$ cat src/hw/rtl/mta_pkg.sv
// Shared constants, types and arithmetic helpers for the mesh tangent accumulator.
`default_nettype none
package mta_pkg;

    localparam int IDX_W        = 10;
    localparam int VERTEX_DEPTH = 1024;
    localparam int ADDR_W       = $clog2(VERTEX_DEPTH);
    localparam int FRAC_BITS    = 16;
    localparam int SUM_W        = 48;
    localparam int DIV_W        = 64 + FRAC_BITS;
    localparam int QUO_W        = SUM_W + 1;
    localparam int OUT_FRAC     = 30;
    localparam int SQRT_STEPS   = 32;
    localparam int CNT_W        = ADDR_W;

    localparam logic [1:0] REQ_LOAD = 2'd0;
    localparam logic [1:0] REQ_TRI  = 2'd1;
    localparam logic [1:0] REQ_READ = 2'd2;

    // Multiplier operand selects. Triangle products use the codes below MS_SQ0.
    localparam logic [3:0] MS_DET0 = 4'd0;
    localparam logic [3:0] MS_DET1 = 4'd1;
    localparam logic [3:0] MS_NX0  = 4'd2;
    localparam logic [3:0] MS_NX1  = 4'd3;
    localparam logic [3:0] MS_NY0  = 4'd4;
    localparam logic [3:0] MS_NY1  = 4'd5;
    localparam logic [3:0] MS_NZ0  = 4'd6;
    localparam logic [3:0] MS_NZ1  = 4'd7;
    localparam logic [3:0] MS_SQ0  = 4'd8;
    localparam logic [3:0] MS_SQ1  = 4'd9;
    localparam logic [3:0] MS_SQ2  = 4'd10;

    localparam logic signed [SUM_W-1:0] SUM_MAX = {1'b0, {(SUM_W-1){1'b1}}};
    localparam logic signed [SUM_W-1:0] SUM_MIN = {1'b1, {(SUM_W-1){1'b0}}};

    typedef struct packed {
        logic signed [31:0] x;
        logic signed [31:0] y;
        logic signed [31:0] z;
        logic signed [31:0] u;
        logic signed [31:0] v;
    } t_vtx;

    typedef struct packed {
        logic signed [SUM_W-1:0] x;
        logic signed [SUM_W-1:0] y;
        logic signed [SUM_W-1:0] z;
    } t_sum;

    typedef struct packed {
        logic              cap_req;
        logic              vload;
        logic              clr_we;
        logic [ADDR_W-1:0] clr_addr;
        logic              vrd_en;
        logic [1:0]        vrd_sel;
        logic              vcap_en;
        logic [1:0]        vcap_sel;
        logic              delta_en;
        logic              mul_en;
        logic [3:0]        mul_sel;
        logic              acc_en;
        logic [3:0]        acc_sel;
        logic              div_load;
        logic              div_mode;
        logic              div_step;
        logic              tsat_en;
        logic              srd_en;
        logic              swr_en;
        logic [1:0]        corner;
        logic              mag_en;
        logic              norm_step;
        logic              sq_load;
        logic              sq_step;
        logic              out_load;
        logic              out_degen;
    } t_cmd;

    typedef struct packed {
        logic [1:0] req;
        logic       a_ok;
        logic       abc_ok;
        logic       det_zero;
        logic       sum_zero;
        logic       norm_done;
    } t_stat;

    function automatic logic in_range(input logic [IDX_W-1:0] idx);
        return 32'(idx) < VERTEX_DEPTH;
    endfunction

    function automatic logic signed [31:0] sat_sub32(input logic signed [31:0] a,
                                                     input logic signed [31:0] b);
        logic signed [32:0] d;
        d = {a[31], a} - {b[31], b};
        if (d[32] != d[31]) begin
            return d[32] ? 32'sh8000_0000 : 32'sh7FFF_FFFF;
        end
        return d[31:0];
    endfunction

    function automatic logic signed [SUM_W-1:0] sat_add48(input logic signed [SUM_W-1:0] a,
                                                          input logic signed [SUM_W-1:0] b);
        logic signed [SUM_W:0] s;
        s = {a[SUM_W-1], a} + {b[SUM_W-1], b};
        if (s[SUM_W] != s[SUM_W-1]) begin
            return s[SUM_W] ? SUM_MIN : SUM_MAX;
        end
        return s[SUM_W-1:0];
    endfunction

    function automatic logic [63:0] mag64(input logic signed [63:0] v);
        return v[63] ? 64'(-v) : 64'(v);
    endfunction

    function automatic logic [SUM_W-1:0] mag48(input logic signed [SUM_W-1:0] v);
        return v[SUM_W-1] ? SUM_W'(-v) : SUM_W'(v);
    endfunction

    // Quotient magnitude to signed 48-bit tangent component, clamped.
    function automatic logic signed [SUM_W-1:0] tan_comp(input logic [QUO_W-1:0] q,
                                                         input logic ovf,
                                                         input logic neg);
        logic big;
        big = ovf | q[QUO_W-1] | q[SUM_W-1];
        if (neg) begin
            return big ? SUM_MIN : SUM_W'(-q[SUM_W-1:0]);
        end
        return big ? SUM_MAX : q[SUM_W-1:0];
    endfunction

endpackage
`default_nettype wire

$ cat src/hw/rtl/mta_ctrl.sv
// Controller: sequences the datapath for loads, triangles and reads, and holds the channel flags.
`default_nettype none
module mta_ctrl import mta_pkg::*; (
    input  wire logic  i_clk,
    input  wire logic  i_rst_n,
    input  wire logic  i_in_valid,
    output logic       o_in_ready,
    output logic       o_out_valid,
    input  wire logic  i_out_ready,
    input  wire t_stat i_st,
    output t_cmd       o_cmd
);

    localparam logic [4:0] S_CLR   = 5'd0;
    localparam logic [4:0] S_IDLE  = 5'd1;
    localparam logic [4:0] S_DISP  = 5'd2;
    localparam logic [4:0] S_TRD   = 5'd3;
    localparam logic [4:0] S_DELTA = 5'd4;
    localparam logic [4:0] S_MUL   = 5'd5;
    localparam logic [4:0] S_DCHK  = 5'd6;
    localparam logic [4:0] S_DIV   = 5'd7;
    localparam logic [4:0] S_TSAT  = 5'd8;
    localparam logic [4:0] S_ACCR  = 5'd9;
    localparam logic [4:0] S_ACCW  = 5'd10;
    localparam logic [4:0] S_RMAG  = 5'd11;
    localparam logic [4:0] S_RZ    = 5'd12;
    localparam logic [4:0] S_NORM  = 5'd13;
    localparam logic [4:0] S_SQ    = 5'd14;
    localparam logic [4:0] S_SQI   = 5'd15;
    localparam logic [4:0] S_SQRT  = 5'd16;
    localparam logic [4:0] S_RDL   = 5'd17;
    localparam logic [4:0] S_OUT   = 5'd18;

    logic [4:0]       r_state, n_state;
    logic [CNT_W-1:0] r_cnt, n_cnt;
    logic             r_degen, n_degen;
    logic             r_rmode, n_rmode;
    logic             r_out_vld, n_out_vld;
    logic             out_free;
    t_cmd             cmd;

    assign out_free   = !r_out_vld || i_out_ready;
    assign o_in_ready = (r_state == S_IDLE);

    always_comb begin
        n_state = r_state;
        n_cnt   = r_cnt;
        n_degen = r_degen;
        n_rmode = r_rmode;
        cmd     = '0;
        cmd.corner = r_cnt[1:0];
        unique case (r_state)
            S_CLR: begin
                cmd.clr_we   = 1'b1;
                cmd.clr_addr = r_cnt[ADDR_W-1:0];
                n_cnt        = r_cnt + 1'b1;
                if (r_cnt == CNT_W'(VERTEX_DEPTH - 1)) begin
                    n_state = S_IDLE;
                end
            end
            S_IDLE: begin
                if (i_in_valid) begin
                    cmd.cap_req = 1'b1;
                    n_state     = S_DISP;
                end
            end
            S_DISP: begin
                n_cnt   = '0;
                n_state = S_IDLE;
                unique case (i_st.req)
                    REQ_LOAD: cmd.vload = i_st.a_ok;
                    REQ_TRI: begin
                        if (i_st.abc_ok) begin
                            n_state = S_TRD;
                        end
                    end
                    REQ_READ: begin
                        n_rmode = 1'b1;
                        if (i_st.a_ok) begin
                            cmd.srd_en = 1'b1;
                            cmd.corner = 2'd0;
                            n_state    = S_RMAG;
                        end else begin
                            n_degen = 1'b1;
                            n_state = S_OUT;
                        end
                    end
                    default: n_state = S_IDLE;
                endcase
            end
            S_TRD: begin
                // Corner reads overlap with capture of the previous read.
                cmd.corner   = 2'd0;
                cmd.vrd_en   = (r_cnt != CNT_W'(3));
                cmd.vrd_sel  = r_cnt[1:0];
                cmd.vcap_en  = (r_cnt != '0);
                cmd.vcap_sel = 2'(r_cnt - 1'b1);
                n_cnt        = r_cnt + 1'b1;
                if (r_cnt == CNT_W'(3)) begin
                    n_state = S_DELTA;
                end
            end
            S_DELTA: begin
                cmd.delta_en = 1'b1;
                n_cnt        = '0;
                n_state      = S_MUL;
            end
            S_MUL: begin
                cmd.mul_en  = (r_cnt != CNT_W'(8));
                cmd.mul_sel = 4'(r_cnt);
                cmd.acc_en  = (r_cnt != '0);
                cmd.acc_sel = 4'(r_cnt - 1'b1);
                n_cnt       = r_cnt + 1'b1;
                if (r_cnt == CNT_W'(8)) begin
                    n_state = S_DCHK;
                end
            end
            S_DCHK: begin
                n_rmode = 1'b0;
                n_cnt   = '0;
                if (i_st.det_zero) begin
                    n_state = S_IDLE;
                end else begin
                    cmd.div_load = 1'b1;
                    n_state      = S_DIV;
                end
            end
            S_DIV: begin
                cmd.div_step = 1'b1;
                n_cnt        = r_cnt + 1'b1;
                if (r_cnt == CNT_W'(DIV_W - 1)) begin
                    n_cnt   = '0;
                    n_degen = 1'b0;
                    n_state = r_rmode ? S_OUT : S_TSAT;
                end
            end
            S_TSAT: begin
                cmd.tsat_en = 1'b1;
                n_cnt       = '0;
                n_state     = S_ACCR;
            end
            S_ACCR: begin
                cmd.srd_en = 1'b1;
                n_state    = S_ACCW;
            end
            S_ACCW: begin
                cmd.swr_en = 1'b1;
                n_cnt      = r_cnt + 1'b1;
                n_state    = (r_cnt == CNT_W'(2)) ? S_IDLE : S_ACCR;
            end
            S_RMAG: begin
                cmd.mag_en = 1'b1;
                n_state    = S_RZ;
            end
            S_RZ: begin
                if (i_st.sum_zero) begin
                    n_degen = 1'b1;
                    n_state = S_OUT;
                end else begin
                    n_state = S_NORM;
                end
            end
            S_NORM: begin
                n_cnt = '0;
                if (i_st.norm_done) begin
                    n_state = S_SQ;
                end else begin
                    cmd.norm_step = 1'b1;
                end
            end
            S_SQ: begin
                cmd.mul_en  = (r_cnt != CNT_W'(3));
                cmd.mul_sel = MS_SQ0 + 4'(r_cnt);
                cmd.acc_en  = (r_cnt != '0);
                cmd.acc_sel = MS_SQ0 + 4'(r_cnt - 1'b1);
                n_cnt       = r_cnt + 1'b1;
                if (r_cnt == CNT_W'(3)) begin
                    n_state = S_SQI;
                end
            end
            S_SQI: begin
                cmd.sq_load = 1'b1;
                n_cnt       = '0;
                n_state     = S_SQRT;
            end
            S_SQRT: begin
                cmd.sq_step = 1'b1;
                n_cnt       = r_cnt + 1'b1;
                if (r_cnt == CNT_W'(SQRT_STEPS - 1)) begin
                    n_state = S_RDL;
                end
            end
            S_RDL: begin
                cmd.div_mode = 1'b1;
                cmd.div_load = 1'b1;
                n_cnt        = '0;
                n_state      = S_DIV;
            end
            S_OUT: begin
                cmd.div_mode = 1'b1;
                if (out_free) begin
                    cmd.out_load  = 1'b1;
                    cmd.out_degen = r_degen;
                    n_state       = S_IDLE;
                end
            end
            default: n_state = S_IDLE;
        endcase
        // The divider reads its mode every step, so hold it through a read.
        if (r_state == S_DIV) begin
            cmd.div_mode = r_rmode;
        end
    end

    always_comb begin
        n_out_vld = r_out_vld;
        if (cmd.out_load) begin
            n_out_vld = 1'b1;
        end else if (i_out_ready) begin
            n_out_vld = 1'b0;
        end
    end

    always_ff @(posedge i_clk) begin
        if (!i_rst_n) begin
            r_state   <= S_CLR;
            r_cnt     <= '0;
            r_degen   <= 1'b0;
            r_rmode   <= 1'b0;
            r_out_vld <= 1'b0;
        end else begin
            r_state   <= n_state;
            r_cnt     <= n_cnt;
            r_degen   <= n_degen;
            r_rmode   <= n_rmode;
            r_out_vld <= n_out_vld;
        end
    end

    assign o_cmd       = cmd;
    assign o_out_valid = r_out_vld;

endmodule
`default_nettype wire

$ cat config.mk
export PLATFORM = sky130hd
export DESIGN_NAME = mta_ctrl
export DESIGN_NICKNAME = d
export VERILOG_FILES = /design/src/hw/rtl/mta_pkg.sv /design/src/hw/rtl/mta_ctrl.sv
export SDC_FILE = /design/constraint.sdc
export NUM_CORES = 1
export LEC_CHECK = 0
export BUFFER_PORTS_ARGS = -buffer_cell sky130_fd_sc_hd__buf_2
export CAP_MARGIN = 20
export CORE_MARGIN = 2
export CORE_UTILIZATION = 54
export CTS_BUF_LIST = sky130_fd_sc_hd__clkbuf_2
export CTS_CLUSTER_SIZE = 10
export DETAILED_ROUTE_END_ITERATION = 8
export PLACE_DENSITY = 0.83
export SETUP_SLACK_MARGIN = 0.1
export SYNTH_ARGS = -nofsm -noshare
export SYNTH_HDL_FRONTEND = slang
export SYNTH_SLANG_ARGS = --single-unit
export TNS_END_PERCENT = 50
$ cat constraint.sdc
create_clock -name i_clk -period 2.33 [get_ports i_clk]
set_input_delay 0.699 -clock i_clk [delete_from_list [all_inputs] [get_ports i_clk]]
set_output_delay 0.699 -clock i_clk [all_outputs]
set_load 0.005 [all_outputs]
# ---- Word level (Yosys, flattened, before mapping)
# Index checks and enable logic that the tools add are counted.
dict set report classes {
  add_sub_neg 4
  multipliers 0
  bitwise 0
  shift 0
  n_mux 56
  n_lt_le_gt_ge 0
  n_eq_ne 40
  n_reduce_logical 15
  div 0
}
# operator count
set ops {}
lappend ops {{case mux 5 bit (19 select lines)} 1}
lappend ops {{two-way mux 5 bit} 12}
lappend ops {{== test 5 x 4 -> 1 bit (second input constant)} 8}
lappend ops {{case mux 10 bit (3 select lines)} 1}
lappend ops {{two-way mux 1 bit} 25}
lappend ops {{!= test 2 bit (second input constant)} 11}
lappend ops {{== test 10 x 2 -> 1 bit (second input constant)} 2}
lappend ops {{== test 5 x 3 -> 1 bit (second input constant)} 4}
lappend ops {{case mux 10 bit (2 select lines)} 1}
lappend ops {{== test 5 bit (second input constant)} 3}
lappend ops {{two-way mux 11 bit} 1}
lappend ops {{adder 10 x 1 -> 10 bit (second input constant)} 1}
lappend ops {{== test 10 bit (second input constant)} 1}
lappend ops {{== test 10 x 4 -> 1 bit (second input constant)} 1}
lappend ops {{== test 10 x 5 -> 1 bit (second input constant)} 1}
lappend ops {{== test 10 x 7 -> 1 bit (second input constant)} 1}
lappend ops {{== test 5 x 2 -> 1 bit (second input constant)} 2}
lappend ops {{two-way mux 10 bit} 1}
lappend ops {{two-way mux 2 bit} 5}
lappend ops {{!= test 10 x 2 -> 1 bit (second input constant)} 1}
lappend ops {{!= test 10 x 4 -> 1 bit (second input constant)} 1}
lappend ops {{case mux 5 bit (2 select lines)} 1}
lappend ops {{nonzero test 10 bit} 1}
lappend ops {{AND reduction 9 bit} 1}
lappend ops {{other kinds (23)} 28}
dict set report totals {
  latchBits 0
  rom_bits 0
  word_cells 120
  n_memories 0
  reg_bits 18
  out_inout_bits 46
  input_bits 11
  ram_bits 0
}

# ---- Longest topological paths before layout
dict set report depth {
  depth_word 5
  depth_mapped 9
  depth_no_buf 8
}

# ---- Least setup slack after synthesis
# Ideal clock, no wire load.
dict set report synth_path {
  kind {reg2out}
  start {reg r_state[1]}
  end {out o_cmd[12] in the netlist's numbering}
  path_stages_with_launch 7
  n_path_buf 3
  arrival_time_ns 1.478
  required_time_ns 1.631
  setup_slack_ns 0.153
  cell_sequence {dfxtp_1 clkbuf_1 clkbuf_1 clkbuf_1 xor2_1 a31oi_1 nor2_1}
}
# item line
set synth_lines {}
lappend synth_lines {{start, declared} mta_ctrl.sv:34} ;# logic [4:0] r_state, n_state;
lappend synth_lines {{start signal, assigned} mta_ctrl.sv:232} ;# r_state <= n_state;
lappend synth_lines {{end, declared} mta_ctrl.sv:11} ;# output t_cmd o_cmd

==> impl_metrics.yaml <==
sta:
  hold_violations: 0
  fmax_mhz: 364
  grt_setup_unrepaired: "true"
  min_period_ps: 2740
  skew_ps: 36.4
  worst_slew_pin_slew_ps: 464
  finalCritPeriodShare_pct: 118
  fin_ws_ps: -415
  tns_ps: -7890
  slew_headroom_pct: 69.0
  finalSetupViolCount: 41
  finalMaxSlewViolations: 0
power_and_ir_drop:
  power_density_nw_per_um2: 611
  leakagePower_uw: 0.00141
  ir_drop_v: 0.000506
yosys:
  synth_seq_cells: 18
  synth.distinct_cells: 56
  synth_ff_type: "dfxtp_1"
  synth_area_sq_um: 1950
  synth_nets: 296
  ys_seq_area_share_pct: 18.5
  synth_enable_flop_cells: 0
  ys_warn_count: 0
  ys_async_sr_fraction_pct: 0
  syn_inst: 278
  syn_avg_cell_area_sq_um: 7.00
global_route:
  grt_max_degree: 24
  grt_pass1_wl_um: 13100
  grt_util_all_layers_pct: 41.2
  antenna_found_initial: 0
  grt_pass1_vias: 2585
  grt_overflow: 0
min_path:
  hold_class: "flip-flop to flip-flop"
  holdPathEnd: "r_degen$_SDFFE_PN0P_"
  hp-start: "r_degen$_SDFFE_PN0P_"
  holdPathStages: 2
setup_path:
  crit_buf_inv: 3
  crit_chain: "buf_6, or3b_4, o22a_4, buf_4, nor2_1, buf_2"
  cp-end-kind: "output pin"
  critical_path_class: "flip-flop to output pin"
  cp_data_required_time_ps: 1630
  timing.rr.start: "r_cnt[5]$_SDFFE_PN0P_"
  crit_arrival_ps: 2050
  rrSetupSlack_ps: -90
  r2r_end: "r_state[4]$_SDFFE_PN0P_"
  cp.depth: 6
  path_delay_family: "simple AND/OR/NAND/NOR gates"
  slowest_stage: "dfxtp_4"
  crit_path_max_fanout: 7
  critPathLaunchType: "flip-flop"
  reg2reg_depth: 7
  crit_path_max_incr_delay_ps: 420
outcome:
  violations: "negative setup slack"
  status: "complete, but fails checks"
job:
  maxCapViolCount: 0
die:
  die_h_um: 64.0
  initial_core_util_pct: 57.4
  dieWidth_um: 64.0
  die-area_sq_um: 4100
  ios: 57
  core_area_sq_um: 3390
  placement_rows: 21
route:
  vias: 3088
  remaining_drc_errors: 0
  drt-vias-per-instance: 7.30
  wl_um: 11000
  ant_nets: 0
  drt_iter0_drc: 473
  wl_per_cell_um: 26.1
  first_pass_iters: 6
clocking:
  cts.sinks: 18
  clk_path_buf_depth: 2
  cts.htree.levels: 1
  clk-insertion-delay-late_ps: 380
  clkTransAtPathRegs_ps: 240
  hold_buffers: 0
  cts_tree: "yes"
  clockRootBuffer: "clkbuf_2"
  numCtsBuffers: 3
placed_design:
  routabilityCongestion: 0.913
  place_ws_ps: 113
  place_hpwl_um: 4930
  io_buffer_count: 56
layout:
  n_antenna_cell: 0
  area_growth_pct: 60.4
  layout-drive-gt1-share_pct: 49.3
  fin_nets: 396
stage by stage:
stage / util (%) / cell area [sq um] / instances / power, uW / hold WS, ps
finish: 92.1 / 3120 / 423 / 1910 / 518
detailed placement: 71.5 / 2420 / 390 / 1220 / 462
global route: 92.1 / 3120 / 423 / 1940 / 515
floorplan: - / 1950 / 278 / 920 / 439
CTS: 83.5 / 2830 / 411 / 1560 / 485
global placement: 71.5 / 2420 / 390 / 1200 / 456
tightest hold or removal path: stages, from the launching register on:
cell and delay, ps:
dfxtp_1 360, o31ai_1 70, a21oi_1 60
cells in the final DEF, fill, tap and decap left out, drive strengths merged, types with 6 or more instances in the layout:
| master | count |
|---|---|
| dfxtp | 18 |
| nor3 | 14 |
| a21oi | 14 |
| xnor2 | 10 |
| or3 | 6 |
| nand2 | 18 |
| inv | 15 |
| ha | 7 |
| nor2 | 40 |
| buf | 116 |
| nand3 | 6 |
| o31ai | 6 |
| nor2b | 10 |
| and3 | 16 |
| o21ai | 13 |
final cells by class:
| type | instances | area (sq um) |
|---|---|---|
| Sequential cell | 18 | 375 |
| Clock buffer | 3 | 15.0 |
| Tap cell | 46 | 57.6 |
| Multi-Input combinational cell | 221 | 1700 |
| Clock inverter | 1 | 3.75 |
| Timing Repair Buffer | 117 | 895 |
| Fill cell | 133 | 268 |
| Inverter | 17 | 71.3 |
cells by family after synthesis:
kind of cell | count (synthesis) | synth area share [%]
AND/OR/NAND/NOR | 135 | 37.6
AO/OA/AOI/OAI | 65 | 24.5
buffers and inverters | 39 | 8.36
flip-flops | 18 | 18.5
XOR/XNOR | 11 | 4.95
adder cells (fa/ha/maj) | 7 | 4.50
multiplexers | 3 | 1.61
synth_stat cells (2+ instances only):
master     number  share of area, %
nand3_1         6               1.5
inv_1          17               3.3
nor2_1         40               7.7
mux2i_1         2               1.0
nand3b_1        3               1.2
a21oi_1        12               3.1
a21oi_2         2              0.90
nor3_1         13               3.3
o211ai_1        5               1.9
nor2b_1        10               3.2
nand2_1        18               3.5
a22oi_1         2              0.77
a32oi_1         5               2.3
xnor2_1        10               4.5
ha_1            7               4.5
o2111ai_1       3               1.4
a31oi_1         4               1.3
a211oi_1        2              0.77
o31ai_1         6               2.3
clkbuf_1       15               2.9
nor4_1          3              0.96
buf_2           4               1.0
o21ai_0        12               3.1
or3_1           6               1.9
dfxtp_1        18                19
nor3b_1         2              0.77
nand4_1         3              0.96
and2_1          2              0.64
o32a_1          2               1.0
and3_1         15               4.8
nand2b_1        4               1.3
sequential cells by signal, indices dropped and copies added (netlist names):
register / count
o_out_valid: 1
r_cnt: 10
r_rmode: 1
r_degen: 1
r_state: 5
repair_timing:
item / in CTS / in global routing
buffers inserted: 16 / 15
gates resized for setup: 61 / 46
gates cloned: 1 / 0
endpoints found under the hold margin: 0 / 0
pin swaps: 12 / 20
endpoints found under the setup margin: 45 / 49
worst max path at each step:
stage                                  startpoint         to  slack, ps
after floorplan           r_state[1]$_SDFFE_PN0P_  o_cmd[12]        150
after global placement    r_state[0]$_SDFFE_PN0P_  o_cmd[23]        160
after detailed placement  r_state[0]$_SDFFE_PN0P_  o_cmd[23]        110
after CTS                   r_cnt[5]$_SDFFE_PN0P_  o_cmd[27]       -180
after global routing      r_state[4]$_SDFFE_PN0P_  o_cmd[23]       -440
final                     r_state[0]$_SDFFE_PN0P_  o_cmd[15]       -410
per-layer routing:
layer  part of all wire, %  GRT usage, %
met1                    33          49.6
met2                    42          65.9
met3                    15          8.80
met4                   9.5          26.9
met5                     0             0
report_power, final:
group	switching (uW)	total [uW]	internal [uW]	leakage, uW
combinational	750	1360	610	0.00124
sequential	43.2	385	342	0.000150
clock	127	164	37.2	0.0000140
Power figures use the tool's default switching activity.
